File: src/tcps_pkg.sv
// Shared types and constants for three_channel_peak_stats.
// No dependencies.
package tcps_pkg;

    localparam int DEPTH_DEF       = 128;
    localparam int SAMPLE_BITS_DEF = 12;

    localparam logic [1:0] CMD_START  = 2'd0;
    localparam logic [1:0] CMD_SAMPLE = 2'd1;
    localparam logic [1:0] CMD_STOP   = 2'd2;

    localparam logic [11:0] THRESH_RST   = 12'd28;
    localparam logic [15:0] DEBOUNCE_RST = 16'd200;
    localparam logic [11:0] CEILING_RST  = 12'd180;

    localparam logic [1:0] REG_THRESH   = 2'd0;
    localparam logic [1:0] REG_DEBOUNCE = 2'd1;
    localparam logic [1:0] REG_CEILING  = 2'd2;

    // divider request / status between top and divider
    typedef struct packed {
        logic        start;
        logic [40:0] dividend;
        logic [8:0]  divisor;
    } div_req_t;

    typedef struct packed {
        logic        busy;
        logic        done;
        logic [40:0] quotient;
    } div_stat_t;

    // one result word, field by field as on the m_ ports
    typedef struct packed {
        logic [1:0]  peak_channel;
        logic [6:0]  peak_count;
        logic [20:0] sample_sum;
        logic [8:0]  nonzero_count;
        logic [11:0] highest_raw;
        logic [11:0] lowest_raw;
        logic [13:0] average_raw;
        logic [40:0] interval_sum;
        logic [8:0]  interval_pairs;
        logic [31:0] average_interval;
        logic [31:0] elapsed_ms;
    } stats_t;

endpackage

File: src/tcps_div.sv
// Restoring divider, one quotient bit per cycle, 41-bit by 9-bit.
// Depends on tcps_pkg.
module tcps_div (
    input  logic               aclk,
    input  logic               aresetn,
    input  tcps_pkg::div_req_t req,
    output tcps_pkg::div_stat_t stat
);
    logic [40:0] quo_reg, quo_next;
    logic [9:0]  rem_reg, rem_next;
    logic [8:0]  dvs_reg, dvs_next;
    logic [5:0]  cnt_reg, cnt_next;
    logic        busy_reg, busy_next;
    logic        done_reg, done_next;
    logic [9:0]  trial;
    logic [10:0] diff;

    always_comb begin
        quo_next  = quo_reg;
        rem_next  = rem_reg;
        dvs_next  = dvs_reg;
        cnt_next  = cnt_reg;
        busy_next = busy_reg;
        done_next = 1'b0;
        trial     = {rem_reg[8:0], quo_reg[40]};
        diff      = {1'b0, trial} - {2'b00, dvs_reg};
        if (req.start) begin
            quo_next  = req.dividend;
            rem_next  = '0;
            dvs_next  = req.divisor;
            cnt_next  = 6'd41;
            busy_next = 1'b1;
        end else if (busy_reg) begin
            if (!diff[10]) begin
                rem_next = diff[9:0];
                quo_next = {quo_reg[39:0], 1'b1};
            end else begin
                rem_next = trial;
                quo_next = {quo_reg[39:0], 1'b0};
            end
            cnt_next = cnt_reg - 6'd1;
            if (cnt_reg == 6'd1) begin
                busy_next = 1'b0;
                done_next = 1'b1;
            end
        end
    end

    always_ff @(posedge aclk) begin
        if (!aresetn) begin
            busy_reg <= 1'b0;
            done_reg <= 1'b0;
            cnt_reg  <= '0;
        end else begin
            busy_reg <= busy_next;
            done_reg <= done_next;
            cnt_reg  <= cnt_next;
        end
        quo_reg <= quo_next;
        rem_reg <= rem_next;
        dvs_reg <= dvs_next;
    end

    assign stat.busy     = busy_reg;
    assign stat.done     = done_reg;
    assign stat.quotient = quo_reg;
endmodule

File: config.mk
export PLATFORM = sky130hd
export DESIGN_NAME = tcps_div
export DESIGN_NICKNAME = d
export VERILOG_FILES = /design/src/tcps_pkg.sv /design/src/tcps_div.sv
export SDC_FILE = /design/constraint.sdc
export NUM_CORES = 1
export LEC_CHECK = 0
export BUFFER_PORTS_ARGS = -buffer_cell sky130_fd_sc_hd__buf_2
export CELL_PAD_IN_SITES_DETAIL_PLACEMENT = 0
export CELL_PAD_IN_SITES_GLOBAL_PLACEMENT = 1
export CORE_MARGIN = 5
export CORE_UTILIZATION = 34
export DETAILED_ROUTE_END_ITERATION = 12
export PLACE_DENSITY_LB_ADDON = 0.1
export SYNTH_ARGS = -nofsm -noshare
export SYNTH_HDL_FRONTEND = slang
export SYNTH_SLANG_ARGS = --single-unit
File: constraint.sdc
create_clock -name aclk -period 5.4 [get_ports aclk]
set_input_delay 1.08 -clock aclk [delete_from_list [all_inputs] [get_ports aclk]]
set_output_delay 1.08 -clock aclk [all_outputs]
set_load 0.005 [all_outputs]
# == Word-level counts from Yosys, hierarchy flattened ==
# Cells that the tools add are included.
# word_totals
ff_bits,67
inputBits,53
output_inout_bits,43
word_cells,25
# op_classes
addsub,2
eq_ne,1
muxes,10
bitwise,2
n_reduce_logical,3
# op_table
cell,n
41-bit 2-to-1 mux,2
6-bit 2-to-1 mux,2
10-bit by 9-bit subtractor with 11-bit output,1
9-bit 2-to-1 mux,1
"6-bit by 1-bit equality test with 1-bit output, second input constant",1
"6-bit by 1-bit subtractor with 6-bit output, second input constant",1
1-bit 2-to-1 mux,5
3-bit OR reduction,1
1-bit NOT,2
2-bit nonzero test,1
2-bit OR reduction,1

# == Logic depth before layout (Yosys ltp) ==
# Gate-level depths: netlist of run 1.
# logic_depth
word_depth,4
ltp_mapped,10
depth_no_buf,9

# == Worst setup path after synthesis of run 1 ==
# No wires, ideal clock.
# synth_timing
path_kind,input to register
start,input port req[50] (netlist bit)
end,register quo_reg[0] (enable)
setup_ns,0.400
arrival_time_ns,2.707
t_required_ns,5.000
slack_ns,2.292
cell_stages,3
path_buffers,2
path_cell_list,buf_1 clkbuf_1 or2_1
# synth_via
elab_chain_len,1
# synth_rtl
element,line_no,text
"start, declared",tcps_div.sv:6,"input tcps_pkg::div_req_t req,"
2-bit nonzero test (no line),-,
"end signal, assigned",tcps_div.sv:59,quo_reg <= quo_next;
"end, declared",tcps_div.sv:9,"logic [40:0] quo_reg, quo_next;"
# Every way passes these cells.
# A chain may end at the register's enable or synchronous reset.

# == Worst setup path after layout of run 1 ==
# layout_timing
start,register quo_reg[40]
end,register rem_reg[3]
# layout_via
elab_chain_len,2
# layout_rtl
element,line_no,text
10-bit by 9-bit subtractor with 11-bit output,tcps_div.sv:26,"diff = {1'b0, trial} - {2'b00, dvs_reg};"
9-bit 2-to-1 mux,tcps_div.sv:34,if (!diff[10]) begin
"end signal, assigned",tcps_div.sv:60,rem_reg <= rem_next;
"end, declared",tcps_div.sv:10,"logic [9:0] rem_reg, rem_next;"
# Every way passes these cells.

==> metrics, run 1 <==
peak supply drop=0.1393 mV; max reg flops=between 40 and 50; initial antenna violation count=0; Die Ht=roughly 110 microns; die area=between 10000 and 15000 sq um; final antenna-violating net count=0; ys flop type=edfxtp_1; CP Class=flip-flop to flip-flop; crit path to=rem_reg[3]; Synth Register Bits=67; max cap viols=0; syn_nets=~310; Core Region=a little over 9000 sq um; Num CTS Buffers=9; synth unique cells=47; ys async rst share=0; hold crit path type=flip-flop to flip-flop; post-layout util=0.4338; reg2reg setup slack=around 2600 ps; FF-to-FF path depth=9; Clock Latency Late Sink=340 ps; clock skew=about 11 ps; DRC=0; critical path peak fanout=14; H-tree Lvls=3; n_diodes=0; outcome=completed; pre-CTS setup slack=between 2000 and 3000 ps; Seq/Total Area, Yosys=0.5679; pwr dens=319.1 nW/um^2; Critical path origin=quo_reg[40]; EDFF count, synth=50; Starting Density=0.3493; global-route wire length before repair=approximately 11000 microns; IO Port Bufs=95; Clock Path Buffers=2; Max Freq=around 360 MHz; grt ovf=0; initial drt markers=35; # setup viols final=0; Cells after Synth=247; area growth from synthesis to layout=24.19%; final worst slack=~2600 ps; Total Power=around 1.3 mW; pin count of the biggest net entering global routing=67; largest area contributor in the synthesized netlist=edfxtp_1; final design instance area without fill=around 4000 sq um; Die W=around 110 microns; WP data arrival=roughly 3000 ps; post-synth top area share=0.4630; Hold Crit Depth=2; HPWL after DPL=~5000 microns; CTS Sinks=67; clk slew on worst S/H paths=about 70 ps; vias=roughly 2200; total setup buffers inserted after CTS=0; Crit. End Element=flip-flop; CP startpoint kind=flip-flop; leak pwr=1.663 nW; Root Driver=clkbuf_8; Synth Area per Inst=approximately 13 sq um; Yosys warning count=0; Total GRT Usage=0.1247; min Tclk post-route=around 2800 ps; top post-synthesis cells by area=edfxtp_1 (46%), mux2_1 (14%), dfxtp_1 (10%); first drt pass iteration count=4; GPL Wtd Cong=about 0.76; Rel. slew slack=0.3516; r2r startpoint=quo_reg[40]; share of post-route cells with drive strength above 1=0.3391; final WL=just under 7000 microns; vias in the first global route=2295; final max-slew violation count=0; CTS tree=done; dpl cell area=3835 sq um; RSZ-0062 raised after global routing=no; terminus of the critical flop-to-flop path=rem_reg[3]; Post-CTS Resized=0; Setup TNS=0 ps; Tightest Pin Transition=972.7 ps; period utilization=0.5147; nets=around 410; Mapped Area=approximately 3200 sq um; vias per cell=4.597; number of core rows=35; final hold vios=0; IO Count=96; Worst EP required=~5700 ps; Hold Buf Count CTS=0; WL/cell=around 15 microns
final cells by class:
type                       count  area [sq um]
tap                          129         161.4
inverter                      15         56.30
sequential                    67          1842
clock inverter                 6         65.06
clock buffer                  10         127.6
multi-input combinational    153          1285
fill                         910          5256
timing repair buffer          97         490.5
power by group:
part	internal [mW]	switching, mW
logic	0.110	0.119
clock network	0.214	0.202
registers	0.613	0.0271
total	0.937	0.348
kinds of logic after synthesis:
group                      count (synthesis)  share of synthesized area
DFF                                       67                     0.5679
and+or+nand+nor                           51                    0.07678
muxes                                     44                     0.1512
AOI/OAI and AO/OA                         38                    0.09800
buffers and inverters                     27                    0.03588
adders and majority gates                 12                    0.04861
xor gates and xnor gates                   8                    0.02161
synthesized netlist by cell type (2+ instances only):
| cell type | n |
|---|---|
| dfxtp_1 | 17 |
| or2_1 | 2 |
| edfxtp_1 | 50 |
| nor2_1 | 22 |
| buf_4 | 2 |
| inv_1 | 14 |
| a311oi_1 | 4 |
| nand2_1 | 8 |
| a31o_1 | 3 |
| mux2i_1 | 4 |
| xnor2_1 | 2 |
| xor2_1 | 6 |
| a21oi_1 | 6 |
| nor3_1 | 2 |
| ha_1 | 11 |
| clkbuf_1 | 5 |
| buf_1 | 4 |
| o21a_1 | 3 |
| nand4b_1 | 2 |
| o21ai_1 | 2 |
| a211oi_1 | 6 |
| o21ai_0 | 3 |
| nor2b_1 | 4 |
| nand2b_1 | 3 |
| mux2_1 | 40 |
worst min-delay path by stage:
| stage | start | to | slack (ps) |
|---|---|---|---|
| after floorplan | cnt_reg[1] | cnt_reg[1] | 470 |
| after global placement | cnt_reg[1] | cnt_reg[1] | 490 |
| after detailed placement | cnt_reg[1] | cnt_reg[1] | 490 |
| after CTS | cnt_reg[1] | cnt_reg[1] | 510 |
| after global routing | cnt_reg[1] | cnt_reg[1] | 520 |
| final | rem_reg[7] | rem_reg[7] | 500 |
per-layer routing:
layer  track usage  routed length [microns]  share of wire  up-vias
met5             0                        0              0        -
met4       0.04779                      105          0.015        0
met3       0.05939                      586          0.085       10
met2        0.1861                     3177           0.46       61
met1        0.1559                     3059           0.44     1012
li1              -                        -              -     1110
placed cells by master, fill, tap and decap left out, types with 2 or more instances in the layout:
cell type	n
a211oi_1	6
a21oi_1	6
a311oi_1	4
a31o_1	3
buf_2	95
buf_4	2
clkbuf_8	9
clkinv_4	2
dfxtp_1	17
edfxtp_1	50
ha_1	11
inv_1	14
mux2_1	40
mux2i_1	4
nand2_1	8
nand2b_1	3
nand4b_1	2
nor2_1	22
nor2b_1	4
nor3_1	2
o21a_1	3
o21ai_0	3
o21ai_1	2
or2_2	2
xnor2_1	2
xor2_1	6
critical path, stage by stage, from the launching register on:
cell and delay, ps:
edfxtp_1 400, inv_1 70, ha_1 170, inv_1 60, fa_1 410, a211oi_2 320, o21ai_2 150, a311oi_4 680
mux2i_1 170, a211oi_1 250
stage by stage:
| step | cells | hold WS [ps] |
|---|---|---|
| after detailed placement | 461 | 491.3 |
| after global routing | 477 | 521.9 |
| after CTS | 477 | 505.1 |
| after floorplan | 247 | 468.5 |
| final | 477 | 502.1 |
| after global placement | 461 | 487.4 |
No activity file was read; power rests on OpenSTA's default activity.
==> inputs of run 2 (changes only) <==
==> constraint.sdc (replaced) <==
create_clock -name aclk -period 2.85 [get_ports aclk]
set_input_delay 0.57 -clock aclk [delete_from_list [all_inputs] [get_ports aclk]]
set_output_delay 0.57 -clock aclk [all_outputs]
set_load 0.005 [all_outputs]
==> run 2 against run 1 <==
Critical endpoint unchanged. Cell count is 0.42% higher. Largest cell class unchanged. Worst setup slack worse by 2300 ps. Highest routed layer unchanged. Critical path depth rose by 1.
==> metrics, run 2 (synthesized netlist as in run 1, its figures left out) <==
outcome=completed; Crit path max-delay family=compound AO/OA/AOI/OAI gates; Worst Hold Path EP=dvs_reg[0]; Clock Latency Late Sink=~340 ps; Hold Buf Count CTS=0; pwr dens=between 600 and 700 nW/um^2; WL/cell=roughly 15 microns; final hold vios=0; RSZ-0062 raised after global routing=no; Tightest Pin Transition=a little under 1000 ps; IO Port Bufs=95; WP data arrival=2740 ps; Crit. End Element=flip-flop; critical path peak fanout=14; CP startpoint kind=flip-flop; Rel. slew slack=0.3383; max reg flops=41; Max Freq=between 300 and 400 MHz; Root Driver=clkbuf_8; Num CTS Buffers=9; leak pwr=around 1.7 nW; peak supply drop=0.2697 mV; final max-slew violation count=0; DRC=0; grt ovf=0; Post-CTS Resized=0; Total GRT Usage=0.1253; H-tree Lvls=3; hold crit path type=primary input to flip-flop; CTS Sinks=67; Final Non-Filler Cells=between 400 and 500; Starting Density=0.3493; most used cell, CP=inv_1; CTS tree=done; Hold Crit Depth=1; clock skew=roughly 8 ps; Clock Path Buffers=2; clk slew on worst S/H paths=~80 ps; total setup buffers inserted after CTS=0; terminus of the critical flop-to-flop path=rem_reg[3]; Core Region=9284 sq um; CP bufs+invs=3; hold_sp=req[0]; min Tclk post-route=around 2500 ps; area growth from synthesis to layout=24.85%; share of post-route cells with drive strength above 1=0.3438; commonest non-fill, non-tap cell in the layout=buf_2; r2r startpoint=quo_reg[40]; initial antenna violation count=0; die area=11590 sq um; reg2reg setup slack=approximately 330 ps; pin count of the biggest net entering global routing=67; HPWL after DPL=between 4000 and 5000 microns; initial drt markers=76; vias per cell=between 4 and 5; pre-CTS setup slack=about 320 ps; max cap viols=0; nets=about 400; number of fill cells=between 800 and 900; first drt pass iteration count=4; CP peak stage delay=around 410 ps; final worst slack=about 330 ps; GPL Wtd Cong=0.7411; CP Class=flip-flop to flip-flop; final antenna-violating net count=0; most frequent cells in the layout=buf_2 (95), edfxtp_1 (50), mux2_1 (40), nor2_1 (22), dfxtp_1 (17); Die W=approximately 110 microns; Die Ht=roughly 110 microns; Setup TNS=0 ps; vias in the first global route=~2200; period utilization=0.8848; IO Count=96; worst path cell trace=inv_1 -> ha_1 -> inv_1 -> fa_1 -> a211oi_2 -> o21ai_2 -> a311oi_4 -> buf_4 -> mux2i_1 -> a211oi_1; global-route wire length before repair=~11000 microns; Worst EP required=between 3000 and 4000 ps; # setup viols final=0; final WL=7053 microns; number of core rows=35; CP max-delay cell=edfxtp_1; FF-to-FF path depth=10; Placed Cells=about 460; vias=between 2000 and 2500
==> run 2: cell count changes in the layout (fill, tap and decap cells not counted), sizes merged <==
| cell | previous run | this run |
|---|---|---|
| clkbuf | 10 | 9 |
| clkinvlp | 0 | 2 |
| buf | 97 | 98 |
| clkinv | 4 | 3 |
| diode | 0 | 1 |
==> run 2: power by group <==
group	leakage [nW]	switching [mW]	internal, mW
logic	0.933	0.224	0.212
registers	0.641	0.0536	1.16
clock network	0.0931	0.391	0.401
total	1.67	0.668	1.77
==> run 2: worst max path at each step <==
| stage | startpoint | end | slack (ps) | cells after the start |
|---|---|---|---|---|
| floorplan | req[50] | quo_reg[0] | 250 | 3 |
| global route | quo_reg[40] | rem_reg[1] | 110 | 10 |
| CTS | quo_reg[40] | rem_reg[3] | 300 | 10 |
| finish | quo_reg[40] | rem_reg[3] | 330 | 10 |
| global placement | quo_reg[40] | rem_reg[1] | 390 | 10 |
| detailed placement | quo_reg[40] | rem_reg[3] | 320 | 10 |
==> run 2: layout make-up <==
cell class / count / area [sq um] / area share
inverter: 15 / 56.30 / 0.01391
clock inverter: 7 / 67.56 / 0.01669
clock buffer: 9 / 123.9 / 0.03059
sequential: 67 / 1842 / 0.4549
tap: 129 / 161.4 / 0.03986
timing repair buffer: 98 / 510.5 / 0.1261
antenna: 1 / 2.502 / 0.0006180
multi-input combinational: 153 / 1285 / 0.3174
==> run 2: metrics by stage <==
stage                     power, mW  hold slack, ps    util  area [sq um]
after global routing          2.602           362.7  0.4358          4046
after floorplan               1.511           468.5       -          3243
final                         2.443           399.9  0.4361          4049
after detailed placement      1.680           493.0  0.4152          3855
after global placement        1.678           483.7  0.4152          3855
after CTS                     2.493           378.1  0.4358          4046
==> run 2: per-layer routing <==
| layer | track usage | routed length [microns] | vias up |
|---|---|---|---|
| met5 | 0 | 0 | - |
| met2 | 0.1794 | 3145 | 57 |
| met4 | 0.03787 | 70 | 0 |
| li1 | - | - | 1111 |
| met1 | 0.1595 | 3260 | 1010 |
| met3 | 0.07199 | 577 | 7 |
==> inputs of run 3 (changes only) <==
==> constraint.sdc (replaced) <==
create_clock -name aclk -period 2.75 [get_ports aclk]
set_input_delay 0.55 -clock aclk [delete_from_list [all_inputs] [get_ports aclk]]
set_output_delay 0.55 -clock aclk [all_outputs]
set_load 0.005 [all_outputs]
==> run 3 against run 2 <==
Clock skew increased by 2.2 ps. First-iteration DRC count increased by 12%. Critical endpoint unchanged. Via count increased by 1.2%. Flip-flop and latch count unchanged. Maximum frequency decreased by 0.39%. Combinational power increased by 5.7%. Clock power increased by 19%. Count of clock-buffer cells in the layout unchanged. Final area increased by 0.90%. Critical path depth unchanged. Utilization increased by 0.39 points. Cell count unchanged.
==> metrics, run 3 (synthesized netlist as in run 1, its figures left out) <==
outcome=completed; CP peak stage delay=between 400 and 500 ps; IO Port Bufs=between 90 and 100; RSZ-0062 raised after global routing=no; Post-CTS Resized=0; vias per cell=approximately 4.6; CP Class=flip-flop to flip-flop; leak pwr=1.689 nW; global-route wire length before repair=between 10000 and 15000 microns; final hold vios=0; IO Count=between 90 and 100; final design instance area without fill=roughly 4100 sq um; Die W=about 110 microns; Clock Path Buffers=2; grt met2 use=0.1732; period utilization=0.9206; grt ovf=0; most frequent cells in the layout=buf_2 (95), edfxtp_1 (50), mux2_1 (40), nor2_1 (22), dfxtp_1 (17); final worst slack=218.4 ps; pwr dens=650.2 nW/um^2; worst path cell trace=inv_1 -> ha_1 -> inv_1 -> fa_1 -> a211oi_2 -> o21ai_2 -> a311oi_4 -> buf_4 -> mux2i_1 -> a211oi_1; Worst EP required=3010 ps; Crit. End Element=flip-flop; Hold Buf Count CTS=0; Die Ht=107.7 microns; Core Region=just over 9000 sq um; Num CTS Buffers=9; critical path peak fanout=14; clock skew=10.01 ps; crit path to=rem_reg[3]; GPL Wtd Cong=0.7282; r2r startpoint=quo_reg[40]; multi-input logic area=1285 sq um; number of fill cells=between 900 and 1000; vias in the first global route=roughly 2200; met3 Resource Use GR=0.05459; Rel. slew slack=0.3381; max cap viols=0; Total GRT Usage=0.1268; Root Driver=clkbuf_8; WP data arrival=2790 ps; Max Freq=395.0 MHz; clk slew on worst S/H paths=90 ps; CTS tree=done; initial antenna violation count=1; max reg flops=just over 40; commonest non-fill, non-tap cell in the layout=buf_2; CP startpoint kind=flip-flop; area growth from synthesis to layout=25.96%; Setup TNS=0 ps; CTS Sinks=67; most used cell, CP=inv_1; # setup viols final=0; number of core rows=35; WL/cell=14.91 microns; FF-to-FF path depth=10; Critical path origin=quo_reg[40]; CP max-delay cell=edfxtp_1; total setup buffers inserted after CTS=0; die area=11590 sq um; reg2reg setup slack=between 200 and 250 ps; hold crit path type=primary input to flip-flop; min Tclk post-route=2532 ps; terminus of the critical flop-to-flop path=rem_reg[3]; n_diodes=0; nets=410; pin count of the biggest net entering global routing=67; H-tree Lvls=3; dpl cell area=between 3000 and 4000 sq um; vias=about 2200; Total Power=roughly 2.7 mW; DRC=0; first drt pass iteration count=4; share of post-route cells with drive strength above 1=0.3486; peak supply drop=0.2346 mV; HPWL after DPL=5054 microns; GR peak layer=met2; final antenna-violating net count=0; final WL=slightly above 7000 microns; Reg area=between 1500 and 2000 sq um; Clock Latency Late Sink=between 300 and 400 ps; pre-CTS setup slack=247.9 ps; final max-slew violation count=0; Tightest Pin Transition=about 990 ps; met1 GRT Util=0.1711; initial drt markers=85; Starting Density=0.3493
[run 3: cell types whose count changed in the layout (fill, tap and decap cells not counted), sizes merged]
cell / change
inv: +1
bufinv: +1
clkinvlp: -1
buf: +1
diode: -1
clkinv: -1
[run 3: power breakdown]
part	internal, mW	leakage (nW)	total, mW	switching [mW]
combinational	0.222	0.938	0.461	0.240
sequential	1.20	0.641	1.26	0.0519
clock	0.517	0.110	0.940	0.423
total	1.94	1.69	2.66	0.714
[run 3: layer usage]
| layer | part of all wire | wire (microns) | vias to the layer above |
|---|---|---|---|
| li1 | - | - | 1118 |
| met4 | 0.019 | 134 | 2 |
| met3 | 0.082 | 587 | 14 |
| met2 | 0.44 | 3165 | 62 |
| met5 | 0.0022 | 16 | - |
| met1 | 0.45 | 3237 | 1015 |
[run 3: how the worst min path moves through the flow]
stage,depth (start not counted),to,from,slack (ps)
2_1_floorplan,2,cnt_reg[1],cnt_reg[1],470
3_3_place_gp,2,cnt_reg[1],cnt_reg[1],490
3_5_place_dp,2,cnt_reg[1],cnt_reg[1],500
4_1_cts,1,dvs_reg[0],req[0],350
5_1_grt,1,dvs_reg[0],req[0],350
6_report,1,dvs_reg[0],req[0],380
[run 3: final cells by class]
class / count / share of cell area
clock buffers: 9 / 0.03032
clock inverters: 7 / 0.02420
inverters: 15 / 0.01378
multi-input cells: 153 / 0.3145
flip-flops and latches: 67 / 0.4508
well taps: 129 / 0.03951
repair buffers: 99 / 0.1268
[run 3: through the flow]
step           hold WS [ps]  std cells  utilization
3_3_place_gp          487.3        463       0.4160
5_1_grt               352.5        479       0.4400
6_report              375.9        479       0.4400
3_5_place_dp          495.4        463       0.4160
4_1_cts               353.9        479       0.4400
2_1_floorplan         468.5        247            -
[run 3: critical path: cells and delay by family (launching register included)]
family                   cells  cell delay, ps
AO/OA/AOI/OAI                4             940
adder cells (fa/ha/maj)      2             580
buffers and inverters        3             390
flip-flops                   1             410
multiplexers                 1             110
